<file path="src/rtl/sop_cwa_pkg.sv">
// ----------------------------------------------------------------------------
// sop_cwa_pkg
// types, codes and constants of the cube word alu
// ----------------------------------------------------------------------------
package sop_cwa_pkg;

    localparam int MAX_VARS_DEF  = 256;
    localparam int MAX_WORDS_DEF = 8;

    localparam int WORD_W = 64;
    localparam int VAR_W  = 8;
    localparam int PAIRS_PER_WORD_LOG = 5;

    localparam logic [WORD_W-1:0] ODD_MASK  = 64'h5555_5555_5555_5555;
    localparam logic [WORD_W-1:0] EVEN_MASK = 64'hAAAA_AAAA_AAAA_AAAA;
    localparam logic [WORD_W-1:0] PAIR_MASK = 64'd3;
    localparam logic [WORD_W-1:0] POS_LIT   = 64'd2;
    localparam logic [WORD_W-1:0] NEG_LIT   = 64'd1;

    typedef enum logic [2:0] {
        FUNC_PRODUCT     = 3'd0,
        FUNC_COFACTOR    = 3'd1,
        FUNC_COMPARE     = 3'd2,
        FUNC_NULL_CHECK  = 3'd3,
        FUNC_LIT_PRODUCT = 3'd4,
        FUNC_LIT_COFACT  = 3'd5
    } func_t;

    typedef enum logic [1:0] {
        CMP_EQUAL   = 2'd0,
        CMP_GREATER = 2'd1,
        CMP_SMALLER = 2'd2
    } cmp_t;

    localparam logic [1:0] CMP_INVALID = 2'd3;

    typedef struct packed {
        logic [2:0]        func;
        logic [WORD_W-1:0] word_a;
        logic [WORD_W-1:0] word_b;
        logic [VAR_W-1:0]  lit_var;
        logic              lit_negative;
        logic              last_word;
    } cmd_t;

    typedef struct packed {
        logic       conflict_seen;
        logic [1:0] order_decided;
        logic       nonzero_seen;
    } sticky_t;

    typedef struct packed {
        logic       status_valid;
        logic       success;
        logic [1:0] compare_result;
    } status_t;

    function automatic logic pair_conflict(input logic [WORD_W-1:0] w);
        return ((w & ODD_MASK) | ((w & EVEN_MASK) >> 1)) != ODD_MASK;
    endfunction

endpackage

</file>
<file path="src/rtl/sop_cwa_if.sv">
// ----------------------------------------------------------------------------
// sop_cwa_if
// valid/ready channels for cube words in and result words out
// ----------------------------------------------------------------------------
interface sop_cwa_cmd_if;
    logic        valid;
    logic        ready;
    logic [2:0]  func;
    logic [63:0] word_a;
    logic [63:0] word_b;
    logic [7:0]  lit_var;
    logic        lit_negative;
    logic        last_word;

    modport source (output valid, func, word_a, word_b, lit_var, lit_negative, last_word,
                    input ready);
    modport sink   (input valid, func, word_a, word_b, lit_var, lit_negative, last_word,
                    output ready);
endinterface

interface sop_cwa_res_if;
    logic        valid;
    logic        ready;
    logic [63:0] word_out;
    logic        status_valid;
    logic        success;
    logic [1:0]  compare_result;

    modport source (output valid, word_out, status_valid, success, compare_result,
                    input ready);
    modport sink   (input valid, word_out, status_valid, success, compare_result,
                    output ready);
endinterface

</file>
<file path="src/rtl/sop_cube_word_alu_core.sv">
// ----------------------------------------------------------------------------
// sop_cube_word_alu_core
// streaming cube operations in two-bit positional notation
// ----------------------------------------------------------------------------
// Takes one 64-bit cube word per cycle unless res.ready stalls, and returns
// one result word per item via an input register, then a result register.
// The sticky conflict, order and nonzero flags and the word position live
// next to the result register and are updated as each word moves into it,
// so words stream at one item per clock with no gap between cubes; status
// fields are valid only on the word marked last, after which all flags clear.
module sop_cube_word_alu_core #(
    parameter int MAX_VARS  = sop_cwa_pkg::MAX_VARS_DEF,
    parameter int MAX_WORDS = sop_cwa_pkg::MAX_WORDS_DEF
) (
    input  logic           clk,
    input  logic           rst_n,
    sop_cwa_cmd_if.sink    cmd,
    sop_cwa_res_if.source  res
);
    localparam int POS_W = (MAX_WORDS > 1) ? $clog2(MAX_WORDS) : 1;

    logic                  s1_valid_reg;
    sop_cwa_pkg::cmd_t     s1_cmd_reg;
    logic [POS_W-1:0]      pos_reg;
    logic [POS_W-1:0]      pos_next;
    sop_cwa_pkg::sticky_t  sticky_reg;
    sop_cwa_pkg::sticky_t  sticky_next;
    logic                  res_valid_reg;
    logic [63:0]           res_word_reg;
    logic [63:0]           res_word_next;
    sop_cwa_pkg::status_t  res_status_reg;
    sop_cwa_pkg::status_t  res_status_next;
    sop_cwa_pkg::cmd_t     cmd_in;
    logic                  res_free;
    logic                  s1_adv;
    logic                  cmd_take;

    assign res_free = !res_valid_reg || res.ready;
    assign s1_adv   = s1_valid_reg && res_free;
    assign cmd.ready = !s1_valid_reg || res_free;
    assign cmd_take = cmd.valid && cmd.ready;

    assign cmd_in.func         = cmd.func;
    assign cmd_in.word_a       = cmd.word_a;
    assign cmd_in.word_b       = cmd.word_b;
    assign cmd_in.lit_var      = cmd.lit_var;
    assign cmd_in.lit_negative = cmd.lit_negative;
    assign cmd_in.last_word    = cmd.last_word;

    sop_cwa_word_op #(
        .MAX_VARS  (MAX_VARS),
        .MAX_WORDS (MAX_WORDS),
        .POS_W     (POS_W)
    ) u_word_op (
        .cmd         (s1_cmd_reg),
        .pos         (pos_reg),
        .sticky      (sticky_reg),
        .word_out    (res_word_next),
        .status      (res_status_next),
        .sticky_next (sticky_next),
        .pos_next    (pos_next)
    );

    always_ff @(posedge clk or negedge rst_n)
    begin
        if (!rst_n)
        begin
            s1_valid_reg  <= 1'b0;
            res_valid_reg <= 1'b0;
            pos_reg       <= '0;
            sticky_reg    <= '0;
        end
        else
        begin
            if (cmd_take)
                s1_valid_reg <= 1'b1;
            else if (s1_adv)
                s1_valid_reg <= 1'b0;

            if (s1_adv)
            begin
                res_valid_reg <= 1'b1;
                pos_reg       <= pos_next;
                sticky_reg    <= sticky_next;
            end
            else if (res.ready)
                res_valid_reg <= 1'b0;
        end
    end

    always_ff @(posedge clk)
    begin
        if (cmd_take)
            s1_cmd_reg <= cmd_in;
        if (s1_adv)
        begin
            res_word_reg   <= res_word_next;
            res_status_reg <= res_status_next;
        end
    end

    assign res.valid          = res_valid_reg;
    assign res.word_out       = res_word_reg;
    assign res.status_valid   = res_status_reg.status_valid;
    assign res.success        = res_status_reg.success;
    assign res.compare_result = res_status_reg.compare_result;

endmodule

</file>
<file path="src/rtl/sop_cwa_word_op.sv">
// ----------------------------------------------------------------------------
// sop_cwa_word_op
// one cube word: result word, sticky flag update and last-word status
// ----------------------------------------------------------------------------
module sop_cwa_word_op #(
    parameter int MAX_VARS  = sop_cwa_pkg::MAX_VARS_DEF,
    parameter int MAX_WORDS = sop_cwa_pkg::MAX_WORDS_DEF,
    parameter int POS_W     = 3
) (
    input  sop_cwa_pkg::cmd_t      cmd,
    input  logic [POS_W-1:0]       pos,
    input  sop_cwa_pkg::sticky_t   sticky,
    output logic [63:0]            word_out,
    output sop_cwa_pkg::status_t   status,
    output sop_cwa_pkg::sticky_t   sticky_next,
    output logic [POS_W-1:0]       pos_next
);
    localparam int WIDX_W = sop_cwa_pkg::VAR_W - sop_cwa_pkg::PAIRS_PER_WORD_LOG;
    localparam int CMP_W  = (POS_W > WIDX_W) ? POS_W : WIDX_W;

    logic [5:0]         sft;
    logic [63:0]        pmask;
    logic [63:0]        lit_pat;
    logic [63:0]        opp_pat;
    logic [63:0]        prod;
    logic [63:0]        lit_word;
    logic               in_range;
    logic               hit;
    logic [CMP_W-1:0]   widx;
    logic [CMP_W-1:0]   pos_ext;
    sop_cwa_pkg::sticky_t upd;

    assign sft      = {cmd.lit_var[sop_cwa_pkg::PAIRS_PER_WORD_LOG-1:0], 1'b0};
    assign pmask    = sop_cwa_pkg::PAIR_MASK << sft;
    assign lit_pat  = (cmd.lit_negative ? sop_cwa_pkg::NEG_LIT : sop_cwa_pkg::POS_LIT) << sft;
    assign opp_pat  = (cmd.lit_negative ? sop_cwa_pkg::POS_LIT : sop_cwa_pkg::NEG_LIT) << sft;
    assign prod     = cmd.word_a & cmd.word_b;
    assign lit_word = cmd.word_a & (~pmask | lit_pat);
    assign in_range = 32'(cmd.lit_var) < 32'(MAX_VARS);
    assign widx     = CMP_W'(cmd.lit_var[sop_cwa_pkg::VAR_W-1:sop_cwa_pkg::PAIRS_PER_WORD_LOG]);
    assign pos_ext  = CMP_W'(pos);
    assign hit      = in_range && (widx == pos_ext);

    always_comb
    begin
        upd      = sticky;
        word_out = cmd.word_a;
        case (cmd.func)
            sop_cwa_pkg::FUNC_PRODUCT:
            begin
                word_out = prod;
                if (sop_cwa_pkg::pair_conflict(prod))
                    upd.conflict_seen = 1'b1;
            end
            sop_cwa_pkg::FUNC_COFACTOR:
            begin
                word_out = cmd.word_a | ~cmd.word_b;
                if (sop_cwa_pkg::pair_conflict(prod))
                    upd.conflict_seen = 1'b1;
            end
            sop_cwa_pkg::FUNC_COMPARE:
            begin
                word_out = '0;
                if (sticky.order_decided == sop_cwa_pkg::CMP_EQUAL)
                begin
                    if (cmd.word_a > cmd.word_b)
                        upd.order_decided = sop_cwa_pkg::CMP_GREATER;
                    else if (cmd.word_a < cmd.word_b)
                        upd.order_decided = sop_cwa_pkg::CMP_SMALLER;
                end
            end
            sop_cwa_pkg::FUNC_NULL_CHECK:
            begin
                word_out = '0;
                if (cmd.word_a != '0)
                    upd.nonzero_seen = 1'b1;
            end
            sop_cwa_pkg::FUNC_LIT_PRODUCT:
            begin
                if (hit)
                begin
                    word_out = lit_word;
                    if ((lit_word & pmask) == '0)
                        upd.conflict_seen = 1'b1;
                end
            end
            sop_cwa_pkg::FUNC_LIT_COFACT:
            begin
                if (hit)
                begin
                    word_out = cmd.word_a | pmask;
                    if ((cmd.word_a & pmask) == opp_pat)
                        upd.conflict_seen = 1'b1;
                end
            end
            default:
            begin
                word_out = cmd.word_a;
            end
        endcase
    end

    always_comb
    begin
        status = '0;
        if (cmd.last_word)
        begin
            status.status_valid = 1'b1;
            if (cmd.func == sop_cwa_pkg::FUNC_COMPARE)
            begin
                status.success        = 1'b1;
                status.compare_result = upd.order_decided;
            end
            else if (cmd.func == sop_cwa_pkg::FUNC_NULL_CHECK)
                status.success = !upd.nonzero_seen;
            else
                status.success = !upd.conflict_seen;
        end
    end

    always_comb
    begin
        if (cmd.last_word)
        begin
            sticky_next = '0;
            pos_next    = '0;
        end
        else
        begin
            sticky_next = upd;
            pos_next    = (pos == POS_W'(MAX_WORDS - 1)) ? '0 : pos + POS_W'(1);
        end
    end

endmodule

</file>
<file path="src/flat_wrapper.sv">
// flat-port wrapper written by rule: the top's interface ports become plain ports
module sop_cube_word_alu_core_flat 
#(
    parameter int MAX_VARS  = sop_cwa_pkg::MAX_VARS_DEF,
    parameter int MAX_WORDS = sop_cwa_pkg::MAX_WORDS_DEF
)
  (clk, rst_n, cmd_valid, cmd_func, cmd_word_a, cmd_word_b, cmd_lit_var, cmd_lit_negative, cmd_last_word, cmd_ready, res_valid, res_word_out, res_status_valid, res_success, res_compare_result, res_ready);
  sop_cwa_cmd_if cmd_i ();
  sop_cwa_res_if res_i ();
  input  logic clk;
  input  logic rst_n;
  input wire logic [$bits(cmd_i.valid)-1:0] cmd_valid;
  input wire logic [$bits(cmd_i.func)-1:0] cmd_func;
  input wire logic [$bits(cmd_i.word_a)-1:0] cmd_word_a;
  input wire logic [$bits(cmd_i.word_b)-1:0] cmd_word_b;
  input wire logic [$bits(cmd_i.lit_var)-1:0] cmd_lit_var;
  input wire logic [$bits(cmd_i.lit_negative)-1:0] cmd_lit_negative;
  input wire logic [$bits(cmd_i.last_word)-1:0] cmd_last_word;
  output wire logic [$bits(cmd_i.ready)-1:0] cmd_ready;
  output wire logic [$bits(res_i.valid)-1:0] res_valid;
  output wire logic [$bits(res_i.word_out)-1:0] res_word_out;
  output wire logic [$bits(res_i.status_valid)-1:0] res_status_valid;
  output wire logic [$bits(res_i.success)-1:0] res_success;
  output wire logic [$bits(res_i.compare_result)-1:0] res_compare_result;
  input wire logic [$bits(res_i.ready)-1:0] res_ready;
  assign cmd_i.valid = cmd_valid;
  assign cmd_i.func = cmd_func;
  assign cmd_i.word_a = cmd_word_a;
  assign cmd_i.word_b = cmd_word_b;
  assign cmd_i.lit_var = cmd_lit_var;
  assign cmd_i.lit_negative = cmd_lit_negative;
  assign cmd_i.last_word = cmd_last_word;
  assign cmd_ready = cmd_i.ready;
  assign res_valid = res_i.valid;
  assign res_word_out = res_i.word_out;
  assign res_status_valid = res_i.status_valid;
  assign res_success = res_i.success;
  assign res_compare_result = res_i.compare_result;
  assign res_i.ready = res_ready;
  sop_cube_word_alu_core #(.MAX_VARS(MAX_VARS), .MAX_WORDS(MAX_WORDS)) u_core (.clk(clk), .rst_n(rst_n), .cmd(cmd_i), .res(res_i));
endmodule
</file>
<file path="config.mk">
export PLATFORM = sky130hd
export DESIGN_NAME = sop_cube_word_alu_core_flat
export DESIGN_NICKNAME = d
export VERILOG_FILES = /design/src/rtl/sop_cwa_pkg.sv /design/src/rtl/sop_cwa_if.sv /design/src/rtl/sop_cube_word_alu_core.sv /design/src/rtl/sop_cwa_word_op.sv /design/src/flat_wrapper.sv
export SDC_FILE = /design/constraint.sdc
export NUM_CORES = 1
export LEC_CHECK = 0
export BUFFER_PORTS_ARGS = -buffer_cell sky130_fd_sc_hd__clkbuf_2
export CAP_MARGIN = 20
export CELL_PAD_IN_SITES_DETAIL_PLACEMENT = 1
export CELL_PAD_IN_SITES_GLOBAL_PLACEMENT = 2
export CORE_MARGIN = 2
export CORE_UTILIZATION = 42
export CTS_BUF_LIST = sky130_fd_sc_hd__clkbuf_4 sky130_fd_sc_hd__clkbuf_8
export DETAILED_ROUTE_END_ITERATION = 6
export PLACE_DENSITY_LB_ADDON = 0.1
export SYNTH_ARGS = -nofsm -noshare
export SYNTH_HDL_FRONTEND = slang
export SYNTH_HIERARCHICAL = 1
export SYNTH_SLANG_ARGS = --single-unit
</file>
<file path="constraint.sdc">
create_clock -name clk -period 8.1 [get_ports clk]
set_input_delay 1.62 -clock clk [delete_from_list [all_inputs] [get_ports clk]]
set_output_delay 1.62 -clock clk [all_outputs]
set_load 0.005 [all_outputs]
</file>
* Word level (Yosys, flattened, before mapping)
Index checks and enable logic that the tools add are counted.
Cells by class: equal/unequal tests 9, bitwise gates (word level) 10, mux-type cells 28, add/sub/neg operators 1, magnitude comparators 2, reductions and logical operators 17, shift operators 3
Operators by type and width (number):
- 64-bit case mux with 5 select lines | 1
- 64-bit AND | 4
- 64-bit OR | 3
- 64-bit two-way mux | 2
- 64-bit inverter | 2
- 2-bit by 6-bit left shift with 64-bit output | 2
- 64-bit == test | 1
- 64-bit > comparator | 1
- 64-bit zero test | 1
- 64-bit less-than comparator | 1
- 64-bit nonzero test | 1
- 2-bit by 6-bit left shift with 64-bit output, first input constant | 1
- 63-bit != test, second input constant | 1
- 63-bit OR | 1
- 2-bit two-way mux | 7
- 1-bit two-way mux | 13
- 3-bit == test, second input constant | 3
- 4-bit two-way mux | 2
- 3-bit by 2-bit == test with 1-bit output, second input constant | 2
- 3-bit two-way mux | 2
- 1-bit zero test | 4
- 2-bit nonzero test | 2
- 2-bit OR reduction | 2
- 3-bit by 1-bit adder with 3-bit output, second input constant | 1
- other kinds (8) | 10
Storage, ports and cells: register bits 218, logic and storage cells 86, input port bits 145, output and inout port bits 70

* Longest topological paths before layout
depth in word-level cells 13, mapped depth 12, mapped depth without buffers 10

* Cells and area by module
Netlist, hierarchy kept.
Modules (own cells, without submodules):
- sop_cwa_word_op | cells each 1109, instances 1, area an instance 7702.4 µm²
- sop_cube_word_alu_core | cells each 232, instances 1, area an instance 6662.6 µm²

* Least setup slack after synthesis
Ideal clock, no wire load.
kind input-to-reg, start input port res_ready, end register u_core/s1_cmd_reg[0] (netlist bit) (enable), slack 2.547 ns, path buffers 0, stages 2, arrival 5.035 ns, required time 7.582 ns, cell sequence nand3b_1 -> and2_1
On the way: word-level cells in the longest chain between the ends 3
Ends and longest elaborated chain:
- start, declared | RTL line flat_wrapper.sv:25 | input wire logic [$bits(res_i.ready)-1:0] res_ready;
- 1-bit logical OR | RTL line sop_cube_word_alu_core.sv:38 | assign res_free = !res_valid_reg || res.ready;
- 1-bit logical OR | RTL line sop_cube_word_alu_core.sv:40 | assign cmd.ready = !s1_valid_reg || res_free;
- 1-bit logical AND | RTL line sop_cube_word_alu_core.sv:41 | assign cmd_take = cmd.valid && cmd.ready;
- net u_core.cmd_take | RTL line sop_cube_word_alu_core.sv:36 | logic cmd_take;
- end signal, assigned | RTL line sop_cube_word_alu_core.sv:94 | s1_cmd_reg <= cmd_in;
- end, declared | RTL line sop_cube_word_alu_core.sv:23 | sop_cwa_pkg::cmd_t s1_cmd_reg;
The timed path passes the listed nets, and every way through them passes these cells. A chain may end at the register's enable or synchronous reset.

* Worst setup path in the final report
start register u_core.pos_reg[0], end register u_core.res_word_reg[6] (netlist: u_core/res.word_out[6]), data pin
On the way: word-level cells in the longest chain between the ends 3, elaborated cells on any way between the ends 4, those cells by class eq/ne (1); mux (3)
Ends and longest elaborated chain:
- start, declared | RTL line sop_cube_word_alu_core.sv:24 | logic [POS_W-1:0] pos_reg;
- start signal, assigned | RTL line sop_cube_word_alu_core.sv:83 | pos_reg <= pos_next;
- 3-bit == test (*) | RTL line sop_cwa_word_op.sv:42 | assign hit = in_range && (widx == pos_ext);
- 64-bit two-way mux (on tied branches) | RTL line sop_cwa_word_op.sv:89, sop_cwa_word_op.sv:80
- 64-bit case mux with 5 select lines (*) | RTL line sop_cwa_word_op.sv:48 | case (cmd.func)
- net u_core.res_word_next[6] | RTL line sop_cube_word_alu_core.sv:30 | logic [63:0] res_word_next;
- end signal, assigned | RTL line sop_cube_word_alu_core.sv:97 | res_word_reg <= res_word_next;
- end, declared | RTL line sop_cube_word_alu_core.sv:29 | logic [63:0] res_word_reg;
The timed path passes the listed nets; every way through them passes the cells marked *.

==> results.sh <==
export IMPL_crit_type="reg2reg"
export IMPL_viasPerCell=6.11
export IMPL_synth_avg_cell_area_sq_um=10.7
export IMPL_rsz0062_at_grt="false"
export IMPL_dieWidth_um=189
export IMPL_layout_area_seq_sq_um=6500
export IMPL_cts_repair_timing_setup_buffer_count=0
export IMPL_path_clk_slew_ns=0.06
export IMPL_whs_ns=0.547
export IMPL_stdcell_count=2021
export IMPL_antenna_violations_before_repair=1
export IMPL_setup_tns_final_ns=0
export IMPL_cp_start_kind="flip-flop"
export IMPL_timing_final_crit_share=0.464
export IMPL_number_of_enable_flip_flop_cells_after_synthesis=209
export IMPL_timing_max_cap_violations=0
export IMPL_pin_count=215
export IMPL_detail_route_first_pass_iterations=5
export IMPL_cts_buffers_inserted=40
export IMPL_drt_first_iter_violations=1049
export IMPL_grt_remaining_overflow=0
export IMPL_synth_top_flop_cell="sky130_fd_sc_hd__edfxtp_1"
export IMPL_routedWlPerCell_um=28.7
export IMPL_start_util=0.427
export IMPL_die_area_sq_um=35700
export IMPL_cts_tree="built"
export IMPL_rr_endpoint="u_core/res.word_out[6]"
export IMPL_netlist_area_leader_share=0.437
export IMPL_final_design_area_excluding_fillers_sq_um=16600
export IMPL_placed_cells=1952
export IMPL_post_route_drc_count=0
export IMPL_synth_warnings=6
export IMPL_worst_ep_required_time_ns=8.37
export IMPL_multi_input_comb_area_sq_um=7050
export IMPL_rrSetupSlack_ns=4.34
export IMPL_cts_sinks=218
export IMPL_rr_worst_depth=7
export IMPL_yosys_top_cells_area="sky130_fd_sc_hd__edfxtp_1 (44%), sky130_fd_sc_hd__ha_1 (17%), sky130_fd_sc_hd__o2111ai_1 (3.8%), sky130_fd_sc_hd__inv_1 (3.6%), sky130_fd_sc_hd__o211ai_1 (3.3%)"
export IMPL_yosysTopAreaCell="sky130_fd_sc_hd__edfxtp_1"
export IMPL_yosysUniqueCellTypes=86
export IMPL_final_layout_size_suffix_gt1_frac=0.202
export IMPL_routed_via_count=12400
export IMPL_grt_pass1_vias=13000
export IMPL_post_synth_instance_area_sq_um=14400
export IMPL_die_y_um=189
export IMPL_synthesis_nets=1679
export IMPL_worstPathMaxFanout=19
export IMPL_power_ir_vdd_worst_mv=0.132
export IMPL_groute_usage_overall=0.326
export IMPL_final_max_slew_viol_count=0
export IMPL_final_period_minus_worst_setup_slack_ns=3.76
export IMPL_ctsRootBufferMaster="sky130_fd_sc_hd__clkbuf_8"
export IMPL_synth_seq_cells=218
export IMPL_hold_path_depth=1
export IMPL_count_of_inserted_antenna_diode_cells=0
export IMPL_fill_cells=3734
export IMPL_largest_reg_flops=141
export IMPL_total_power_consumption_w=0.00306
export IMPL_cts_resized_gates=0
export IMPL_portBuffers=214
export IMPL_total_leakage_power_nw=6.93
export IMPL_h_tree_depth=2
export IMPL_route_antenna_remaining_nets=0
export IMPL_synth_seq_area_share=0.453
export IMPL_placeableCoreArea_sq_um=33600
export IMPL_worstHoldPathType="reg2reg"
export IMPL_row_count=67
export IMPL_finalNetCount=1884
export IMPL_grt_start_max_net_pins=73
export IMPL_rr_startpoint="u_core/pos_reg[0]"
export IMPL_timing_worst_slew_pin_value_ns=1.12
export IMPL_critPathCaptureType="flip-flop"
export IMPL_detailedPlacementHpwl_mm=43.4
export IMPL_pwr_density_cell_nw_per_um2=185
export IMPL_post_cts_hold_buffer_count=0
export IMPL_placed_instance_area_sq_um=15800
export IMPL_status="completed"
export IMPL_postRouteWirelength_mm=58.0
export IMPL_min_to="u_core/sticky_reg[0]"
export IMPL_grt_pass1_wl_mm=85.8
export IMPL_worst_clock_skew_ns=0.0312
export IMPL_relSlewSlack=0.231
export IMPL_fmax_ghz=0.266
export IMPL_flow_area_growth_from_synthesis_pct=15.4
export IMPL_gp_congestion=1.02
export IMPL_cp_data_arrival_time_ns=4.03
export IMPL_ys_async_sr_fraction=0.0413
export IMPL_cts_path_max_buffers=3
export IMPL_final_hold_vios=0
export IMPL_setup_violations=0
export IMPL_clock_latency_ns=0.59
export IMPL_worstHoldStart="u_core/sticky_reg[0]"
export IMPL_postSynthCellCount=1341
==> report_power, final <==
| group | internal, W | leakage, nW | switching, W |
|---|---|---|---|
| Combinational | 0.000195 | 4.38 | 0.000334 |
| Clock | 0.000601 | 0.414 | 0.000471 |
| Sequential | 0.00135 | 2.14 | 0.000108 |
| Total | 0.00215 | 6.93 | 0.000914 |
==> per-layer routing <==
layer	up-vias	part of all wire	global-route usage
met2	524	0.46	0.521
met4	2	0.038	0.134
met3	104	0.068	0.0545
met1	6217	0.44	0.440
met5	-	0.00019	0
li1	5506	-	-
==> critical path: stages, from the launching register on <==
cell and delay, ns:
sky130_fd_sc_hd__dfrtp_1 0.43, sky130_fd_sc_hd__xor2_1 0.16, sky130_fd_sc_hd__nor3_1 0.54, sky130_fd_sc_hd__a21boi_2 0.26, sky130_fd_sc_hd__buf_4 0.31, sky130_fd_sc_hd__nand2_1 0.46
sky130_fd_sc_hd__o41ai_1 1.01, sky130_fd_sc_hd__o221ai_1 0.26
==> kinds of logic (layout without fill, tap and decap cells) <==
group	count (synthesis)	in the layout	synth area share
compound gates	354	354	0.178
xor+xnor	3	3	0.00183
fa+ha+maj	193	193	0.168
buf+inv	202	434	0.0584
flops	218	218	0.453
mux	16	16	0.0137
simple gates	355	355	0.128
==> stage by stage <==
stage	utilization	worst slack [ns]
floorplan	-	2.55
global placement	0.470	4.13
detailed placement	0.470	4.06
CTS	0.493	4.43
global route	0.493	4.24
finish	0.493	4.34
==> how the worst max path moves through the flow <==
stage | depth (start not counted) | end | from
global route | 9 | u_core/sticky_reg[1] | u_core/s1_cmd_reg[99]
finish | 7 | u_core/res.word_out[6] | u_core/pos_reg[0]
detailed placement | 4 | u_core/s1_cmd_reg[136] | res_ready
CTS | 3 | cmd_ready | res_ready
floorplan | 2 | u_core/s1_cmd_reg[0] | res_ready
global placement | 4 | u_core/s1_cmd_reg[137] | res_ready
==> placed cells by master (no fill, tap or decap), types with 8 or more instances in the layout <==
cell type and instances:
sky130_fd_sc_hd__clkbuf_8 42, sky130_fd_sc_hd__dfrtp_1 9, sky130_fd_sc_hd__nand3_1 21, sky130_fd_sc_hd__clkinv_1 8, sky130_fd_sc_hd__o2111ai_1 62, sky130_fd_sc_hd__nand4_1 15
sky130_fd_sc_hd__nor3_1 23, sky130_fd_sc_hd__edfxtp_1 209, sky130_fd_sc_hd__inv_1 137, sky130_fd_sc_hd__clkbuf_2 214, sky130_fd_sc_hd__clkbuf_4 13, sky130_fd_sc_hd__nand2b_1 13
sky130_fd_sc_hd__buf_4 13, sky130_fd_sc_hd__nor4_1 27, sky130_fd_sc_hd__a211oi_1 8, sky130_fd_sc_hd__a21oi_1 27, sky130_fd_sc_hd__a21o_1 8, sky130_fd_sc_hd__o22ai_1 28
sky130_fd_sc_hd__o21ai_0 73, sky130_fd_sc_hd__nor2_1 67, sky130_fd_sc_hd__nand3b_1 9, sky130_fd_sc_hd__o211ai_1 63, sky130_fd_sc_hd__ha_1 193, sky130_fd_sc_hd__mux2i_1 8
sky130_fd_sc_hd__nor2b_1 13, sky130_fd_sc_hd__nand2_1 109
==> area by class of cell <==
cell class | count | share of cell area
flip-flops and latches | 218 | 0.392
inverters | 138 | 0.0312
repair buffers | 227 | 0.0705
clock buffers | 55 | 0.0407
well taps | 448 | 0.0338
multi-input cells | 921 | 0.425
clock inverters | 14 | 0.00679
==> Yosys cell counts (6+ instances only) <==
cell type,instances
sky130_fd_sc_hd__clkbuf_1,33
sky130_fd_sc_hd__a31oi_1,6
sky130_fd_sc_hd__nor2_1,67
sky130_fd_sc_hd__o2111ai_1,62
sky130_fd_sc_hd__nor3_1,24
sky130_fd_sc_hd__mux2_4,7
sky130_fd_sc_hd__a32oi_1,6
sky130_fd_sc_hd__nand4_1,15
sky130_fd_sc_hd__a21oi_1,27
sky130_fd_sc_hd__nand2b_1,13
sky130_fd_sc_hd__nand3_1,21
sky130_fd_sc_hd__dfrtp_1,9
sky130_fd_sc_hd__nor4_1,27
sky130_fd_sc_hd__nor2b_1,14
sky130_fd_sc_hd__mux2i_1,8
sky130_fd_sc_hd__o22ai_1,28
sky130_fd_sc_hd__buf_2,14
sky130_fd_sc_hd__o21ai_0,73
sky130_fd_sc_hd__ha_1,193
sky130_fd_sc_hd__o32ai_1,7
sky130_fd_sc_hd__and2_1,6
sky130_fd_sc_hd__nand3b_1,9
sky130_fd_sc_hd__a211oi_1,8
sky130_fd_sc_hd__a21o_1,8
sky130_fd_sc_hd__o211ai_1,63
sky130_fd_sc_hd__a2111oi_0,7
sky130_fd_sc_hd__inv_1,138
sky130_fd_sc_hd__or3_1,8
sky130_fd_sc_hd__nand2_1,109
sky130_fd_sc_hd__edfxtp_1,209
(Power assumes the default switching activity.)
